[config.mk]
export PLATFORM = sky130hd
export DESIGN_NAME = snpl_cell
export DESIGN_NICKNAME = d
export VERILOG_FILES = /design/src/sv/snpl_pkg.sv /design/src/sv/snpl_cell.sv
export SDC_FILE = /design/constraint.sdc
export NUM_CORES = 2
export LEC_CHECK = 0
export BUFFER_PORTS_ARGS = -buffer_cell sky130_fd_sc_hd__buf_2
export CAP_MARGIN = 10
export CORE_ASPECT_RATIO = 1.5
export CORE_MARGIN = 5
export CORE_UTILIZATION = 49
export DETAILED_ROUTE_END_ITERATION = 8
export PLACE_DENSITY = 0.66
export SLEW_MARGIN = 20
export SYNTH_ARGS = -nofsm -noshare
export SYNTH_HDL_FRONTEND = slang
export SYNTH_SLANG_ARGS = --single-unit
export TNS_END_PERCENT = 5
[constraint.sdc]
create_clock -name clk_i -period 12.9 [get_ports clk_i]
set_input_delay 0.645 -clock clk_i [delete_from_list [all_inputs] [get_ports clk_i]]
set_output_delay 0.645 -clock clk_i [all_outputs]
set_load 0.01 [all_outputs]
[src/sv/snpl_pkg.sv]
// Package for the subnet nearest-point linker.
// Holds the token and command types shared by the cell row and the top level, and the top level's state type.
// No dependencies.
package snpl_pkg;

  typedef struct packed {
    logic vld;
    logic any;
    logic hit;
  } snpl_tok_t;

  typedef struct packed {
    logic clear;
    logic write;
  } snpl_cmd_t;

  typedef enum logic [5:0] {
    ST_IDLE   = 6'b000001,
    ST_SQ     = 6'b000010,
    ST_SUM    = 6'b000100,
    ST_LAUNCH = 6'b001000,
    ST_WALK   = 6'b010000,
    ST_DONE   = 6'b100000
  } snpl_state_e;

endpackage

[src/sv/snpl_cell.sv]
// One anchor cell of the linker row: holds one anchor and its distance to the query.
// Compares the passing search token against its own anchor and hands it on.
// Depends on snpl_pkg.
module snpl_cell #(
  parameter int SUBNET_BITS = 16,
  parameter int COORD_BITS  = 24,
  parameter int DIST_W      = 2 * COORD_BITS + 2
) (
  input  logic                   clk_i,
  input  logic                   rst_ni,
  input  snpl_pkg::snpl_cmd_t    cmd_i,
  input  logic [SUBNET_BITS-1:0] q_sub_i,
  input  logic [COORD_BITS-1:0]  q_x_i,
  input  logic [COORD_BITS-1:0]  q_y_i,
  input  snpl_pkg::snpl_tok_t    tok_i,
  input  logic [DIST_W-1:0]      best_dist_i,
  input  logic [SUBNET_BITS-1:0] best_sub_i,
  input  logic [COORD_BITS-1:0]  best_x_i,
  input  logic [COORD_BITS-1:0]  best_y_i,
  output snpl_pkg::snpl_tok_t    tok_o,
  output logic [DIST_W-1:0]      best_dist_o,
  output logic [SUBNET_BITS-1:0] best_sub_o,
  output logic [COORD_BITS-1:0]  best_x_o,
  output logic [COORD_BITS-1:0]  best_y_o
);
  import snpl_pkg::*;

  logic                   valid_q;
  logic [SUBNET_BITS-1:0] sub_q;
  logic [COORD_BITS-1:0]  x_q;
  logic [COORD_BITS-1:0]  y_q;
  logic [COORD_BITS:0]    dx, dy;
  logic [COORD_BITS:0]    mag_x, mag_y;
  logic [DIST_W-1:0]      sqx_d, sqy_d, sqx_q, sqy_q, dist_q;
  logic                   better, take, hit_here;
  snpl_tok_t              tok_q;
  logic [DIST_W-1:0]      best_dist_q;
  logic [SUBNET_BITS-1:0] best_sub_q;
  logic [COORD_BITS-1:0]  best_x_q, best_y_q;

  always_ff @(posedge clk_i or negedge rst_ni) begin
    if (!rst_ni) begin
      valid_q <= 1'b0;
    end else if (cmd_i.clear) begin
      valid_q <= 1'b0;
    end else if (cmd_i.write) begin
      valid_q <= 1'b1;
    end
  end

  always_ff @(posedge clk_i) begin
    if (cmd_i.write) begin
      sub_q <= q_sub_i;
      x_q   <= q_x_i;
      y_q   <= q_y_i;
    end
  end

  assign dx    = {x_q[COORD_BITS-1], x_q} - {q_x_i[COORD_BITS-1], q_x_i};
  assign dy    = {y_q[COORD_BITS-1], y_q} - {q_y_i[COORD_BITS-1], q_y_i};
  assign mag_x = dx[COORD_BITS] ? (~dx + 1'b1) : dx;
  assign mag_y = dy[COORD_BITS] ? (~dy + 1'b1) : dy;
  assign sqx_d = {{(DIST_W-COORD_BITS-1){1'b0}}, mag_x}
               * {{(DIST_W-COORD_BITS-1){1'b0}}, mag_x};
  assign sqy_d = {{(DIST_W-COORD_BITS-1){1'b0}}, mag_y}
               * {{(DIST_W-COORD_BITS-1){1'b0}}, mag_y};

  always_ff @(posedge clk_i) begin
    sqx_q  <= sqx_d;
    sqy_q  <= sqy_d;
    dist_q <= sqx_q + sqy_q;
  end

  assign better   = !tok_i.any || (dist_q < best_dist_i)
                  || ((dist_q == best_dist_i) && (sub_q < best_sub_i));
  assign take     = valid_q && better;
  assign hit_here = valid_q && (sub_q == q_sub_i);

  always_ff @(posedge clk_i or negedge rst_ni) begin
    if (!rst_ni) begin
      tok_q <= '0;
    end else begin
      tok_q.vld <= tok_i.vld;
      if (tok_i.vld) begin
        tok_q.any <= tok_i.any | valid_q;
        tok_q.hit <= tok_i.hit | hit_here;
      end
    end
  end

  always_ff @(posedge clk_i) begin
    if (tok_i.vld) begin
      if (take) begin
        best_dist_q <= dist_q;
        best_sub_q  <= sub_q;
        best_x_q    <= x_q;
        best_y_q    <= y_q;
      end else begin
        best_dist_q <= best_dist_i;
        best_sub_q  <= best_sub_i;
        best_x_q    <= best_x_i;
        best_y_q    <= best_y_i;
      end
    end
  end

  assign tok_o       = tok_q;
  assign best_dist_o = best_dist_q;
  assign best_sub_o  = best_sub_q;
  assign best_x_o    = best_x_q;
  assign best_y_o    = best_y_q;

endmodule

# Word-level counts from Yosys, hierarchy flattened
# Cells that the tools add are included.
[totals]
regBits = 332
in_bits = 185
out_inout_bits = 117
wordCells = 44
[classes]
add_sub_neg = 5
multipliers = 2
n_lt_le_gt_ge = 2
n_eq_ne = 2
muxes = 8
bitwise_logic = 4
reduce_logical = 7
[ops]
columns = ["cell", "count"]
rows = [
  ["$mul 25x25->50", 2],
  ["$add 25x1->25 const B", 2],
  ["$add 50x50->50", 1],
  ["$eq 50x50->1", 1],
  ["$lt 50x50->1", 1],
  ["$mux 25", 2],
  ["$mux 50", 1],
  ["$not 25->25", 2],
  ["$sub 24x24->25", 2],
  ["$mux 24", 2],
  ["$eq 16x16->1", 1],
  ["$lt 16x16->1", 1],
  ["$mux 16", 1],
  ["$logic_and 1x1->1", 3],
  ["$logic_or 1x1->1", 2],
  ["$mux 1", 2],
  ["$or 1x1->1", 2],
  ["$reduce_bool 2->1", 1],
  ["$logic_not 1->1", 1],
]

# Logic depth before layout (Yosys ltp)
[logic_depth]
word_depth = 5
depth_mapped = 43
depth_no_buf = 40

# Least setup slack after synthesis
# No wires, ideal clock.
[synth_timing]
kind = "input to register"
startpoint = "input port q_y_i[0]"
endpoint = "register sqy_q[48]"
setup_ns = 0.072
arrival_ns = 9.841
required_time_ns = 12.828
setup_slack_ns = 2.987
stages = 37
n_path_buf = 2
path_cell_list = "ha_1 -> fa_1 -> nand2b_1 -> a21oi_1 -> a311oi_4 -> o31a_1 -> o21ai_1 -> xor2_1 -> nor2_1 -> a21oi_1 -> xor2_1 -> inv_2 -> buf_2 -> nor2_1 -> fa_1 -> fa_1 -> fa_1 -> inv_1 -> fa_1 -> inv_1 -> fa_1 -> inv_1 -> fa_1 -> inv_1 -> fa_1 -> ha_1 -> clkbuf_1 -> a21o_1 -> a21o_1 -> a21oi_1 -> o22ai_1 -> or3_1 -> o31a_1 -> o21ai_0 -> o221ai_1 -> a41oi_1 -> xnor2_1"
[synth_via]
elab_chain_len = 5
[synth_lines]
columns = ["element", "line_no", "rtl"]
rows = [
  ["start: declaration", "snpl_cell.sv:14", "input logic [COORD_BITS-1:0] q_y_i,"],
  ["$sub 24x24->25 *", "snpl_cell.sv:60", "assign dy = {y_q[COORD_BITS-1], y_q} - {q_y_i[COORD_BITS-1], q_y_i};"],
  ["$not 25->25", "snpl_cell.sv:62", "assign mag_y = dy[COORD_BITS] ? (~dy + 1'b1) : dy;"],
  ["$add 25x1->25", "snpl_cell.sv:62", ""],
  ["$mux 25 *", "snpl_cell.sv:62", ""],
  ["$mul 25x25->50 *", "snpl_cell.sv:66", "* {{(DIST_W-COORD_BITS-1){1'b0}}, mag_y};"],
  ["via sqy_d[48]", "snpl_cell.sv:34", "logic [DIST_W-1:0] sqx_d, sqy_d, sqx_q, sqy_q, dist_q;"],
  ["end signal: assignment", "snpl_cell.sv:70", "sqy_q <= sqy_d;"],
  ["end: declaration", "snpl_cell.sv:34", ""],
]
# Mark *: on every way through the listed nets, which the timed path passes. The rest lies on a longest branch.
# A chain may end at the register's enable or synchronous reset.

# Worst setup path in the final report
[layout_timing]
startpoint = "register y_q[0]"
endpoint = "register sqy_q[49]"
[layout_via]
elab_chain_len = 5
[layout_lines]
columns = ["element", "line_no", "rtl"]
rows = [
  ["start: declaration", "snpl_cell.sv:31", "logic [COORD_BITS-1:0] y_q;"],
  ["start signal: assignment", "snpl_cell.sv:55", "y_q <= q_y_i;"],
  ["$sub 24x24->25 *", "snpl_cell.sv:60", ""],
  ["$not 25->25", "snpl_cell.sv:62", ""],
  ["$add 25x1->25", "snpl_cell.sv:62", ""],
  ["$mux 25 *", "snpl_cell.sv:62", ""],
  ["$mul 25x25->50 *", "snpl_cell.sv:66", ""],
  ["via sqy_d[49]", "snpl_cell.sv:34", ""],
]
# Marked as above.

==> impl_metrics.toml <==
[timing]
max_slew_margin_pct = 19.97
worst_pin_slew_ns = 1.188
skew_ns = 0.04877
hold_viol = 0
rsz0062_at_grt = "false"
drv_slew = 0
final.setup.tns_ns = 0
setup_viol = 0
max_freq_mhz = 90.05
post-route-period-util_pct = 86.09
min_period_ns = 11.11

[logic_synthesis]
synth_edf_count = 178
ys_seq_area_share_pct = 16.10
synth_top_cell_by_area = "fa_1"
synth_mux_area_share_pct = 2.516
synth_area_um2 = 52220
synth-simple-area-share_pct = 9.781
synthFlopType = "edfxtp_1"
synth_cell_types = 102
synth_compound_area_share_pct = 8.178
synth_fa_ha_area_share_pct = 48.45
ys_ff_latch = 330
synth_commonest_cells = "inv_1 (1318), fa_1 (938), ha_1 (521)"
yosysTopAreaCellShare_pct = 35.96
netlist_top_cells_area = "fa_1 (36%), ha_1 (12%), edfxtp_1 (10%)"
synth.most_common_cell = "inv_1"
syn-instance-count = 5400
syn_avg_cell_area_um2 = 9.669
async_flop_share_pct = 1.212
synth_xor_area_share_pct = 4.165
synth_top_family_by_area = "adder cells"
synth_warnings = 0

[route]
met2_wirelength_mm = 76.35
first_pass_iters = 6
vias_per_cell = 5.334
via_count = 38140
m1WireLength_mm = 50.64
drt-wirelength-per-cell_um = 20.26
top_layer = "met5"
drc = 0
wl_met3_mm = 6.946
ant_nets = 0
routed_wl_mm = 144.9
drtIter0Drc = 1974

[placement]
io_buffer_count = 301
gp_congestion = 0.9768
placed_area_um2 = 55630
dp_hpwl_mm = 120.8

[global_routing]
grtUsageTotal_pct = 25.51
overflow = 0
antenna_found_initial = 13
grt_pass1_vias = 42040
grt_pass1_wl_mm = 228.0
grt_max_degree = 77

[critical_path]
critPathTopFamily = "adder cells"
cp.arrival_ns = 11.55
start_kind = "flip-flop"
crit_path_frequent_cell = "fa_1"
crit_start = "y_q[0]"
cp-end-kind = "flip-flop"
required_ns = 13.34
path_class = "flip-flop to flip-flop"
critPathSlowestCell = "nor4b_2"
worstReg2RegStart = "y_q[0]"
crit_buf_inv = 8
crit_path_max_fanout = 16
critPathMaxStageDelay_ns = 0.95

[clock_tree]
clk_path_buf_depth = 3
cts_root_buffer = "clkbuf_16"
cts_setup_buffers = 0
cts_resized = 0
cts_htree_levels = 2
clkSinkCount = 330
clk_latency_ns = 0.60
numCtsBuffers = 38
clk_pin_slew_ns = 0.06
cts_tree = "done"

[floorplanning]
row_count = 146
die_x_um = 276.5
initial_utilization_pct = 49.37
dieArea_um2 = 113300
ios = 302
die_h_um = 409.8
core_um2 = 105800

[final_layout]
drive_gt1_share_pct = 10.92
syn_to_final_growth_pct = 9.070
final_nets = 7350
postLayoutCoreUtil_pct = 53.84
design_area_um2 = 56950

[min_path]
min_from = "cmd_i[1]"
hold_path.class = "primary input to flip-flop"

[run_status]
status = "completed"

[run]
max_cap_viol_count = 0
## layout make-up
type                       instances  area [um2]
clock buffer                      49        1035
antenna                            9       22.52
clock inverter                    20       252.7
timing repair buffer             379        2101
multi-input combinational       3627       38380
fill                            9641       48820
tap                             1406        1759
inverter                        1330        4992
sequential                       330        8408
## through the flow
stage,std cells,worst slack [ns],hold slack (ns)
2_1_floorplan,5434,2.987,0.3494
3_3_place_gp,7071,1.624,0.4528
3_5_place_dp,7071,1.460,0.4471
4_1_cts,7141,1.796,0.1879
5_1_grt,7150,1.080,0.2000
6_report,7150,1.795,0.2211
## sequential cells by signal (all words and copies together), names as in the netlist
register and flops:
sqx_q 49, best_sub_o 16, best_y_o 24, sub_q 16
sqy_q 49, best_x_o 24, tok_o 3, valid_q 1
dist_q 50, y_q 24, x_q 24, best_dist_o 50
## placed cells by master (no fill, tap or decap), drive strengths merged, types with 14 or more instances in the layout
| master | count |
|---|---|
| and2 | 14 |
| nand3 | 49 |
| a211oi | 20 |
| o31ai | 14 |
| buf | 378 |
| ha | 521 |
| o211ai | 19 |
| o21a | 25 |
| dfxtp | 148 |
| edfxtp | 178 |
| nand4 | 41 |
| nor4 | 19 |
| inv | 1337 |
| a21o | 121 |
| and3 | 17 |
| conb | 36 |
| a31oi | 22 |
| nor2 | 416 |
| nand2 | 406 |
| o21ai | 107 |
| xor2 | 95 |
| nand2b | 40 |
| o21bai | 34 |
| xnor2 | 149 |
| fa | 938 |
| mux2 | 114 |
| clkbuf | 49 |
| a21oi | 204 |
| nor2b | 31 |
| nor3 | 26 |
| or2 | 15 |
## repair_timing
action	in CTS	in global routing
endpoints found under the hold margin	4	0
endpoints found under the setup margin	0	0
hold buffers	1	0
## cells by family after synthesis
logic type	Yosys count
buf+inv	1477
fa+ha+maj	1459
simple gates	1123
compound gates	648
flops	330
xor+xnor	244
mux	117
other cells	2
## layer usage
metal / vias to the layer above / track usage [%]
met3: 464 / 3.042
met2: 1224 / 47.19
met1: 19050 / 27.81
li1: 17400 / -
met4: 2 / 15.62
met5: - / 0
## worst reg2reg max path, delay by kind of cell, from the launching register on
kind	cells	cell delay, ns
AOI/OAI and AO/OA	13	2.95
DFF	1	0.34
adders and majority gates	10	4.50
buffers and inverters	8	0.82
and+or+nand+nor	4	1.81
xor gates and xnor gates	3	0.56
## worst paths after layout
| path | slack, ns | depth (start not counted) | endpoint |
|---|---|---|---|
| worst max-delay path | 1.79 | 38 | sqy_q[49] |
| worst min-delay path | 0.22 | 2 | valid_q |
| worst max register to register | 1.79 | 38 | sqy_q[49] |
| worst min register to register | 0.45 | 1 | dist_q[0] |
| max in group asynchronous | 12.37 | 2 | tok_o[0] |
| min in group asynchronous | 0.41 | 2 | valid_q |
Power is not shown: default switching activity piles up to over one toggle a cycle in this logic, so the estimate is an artifact.
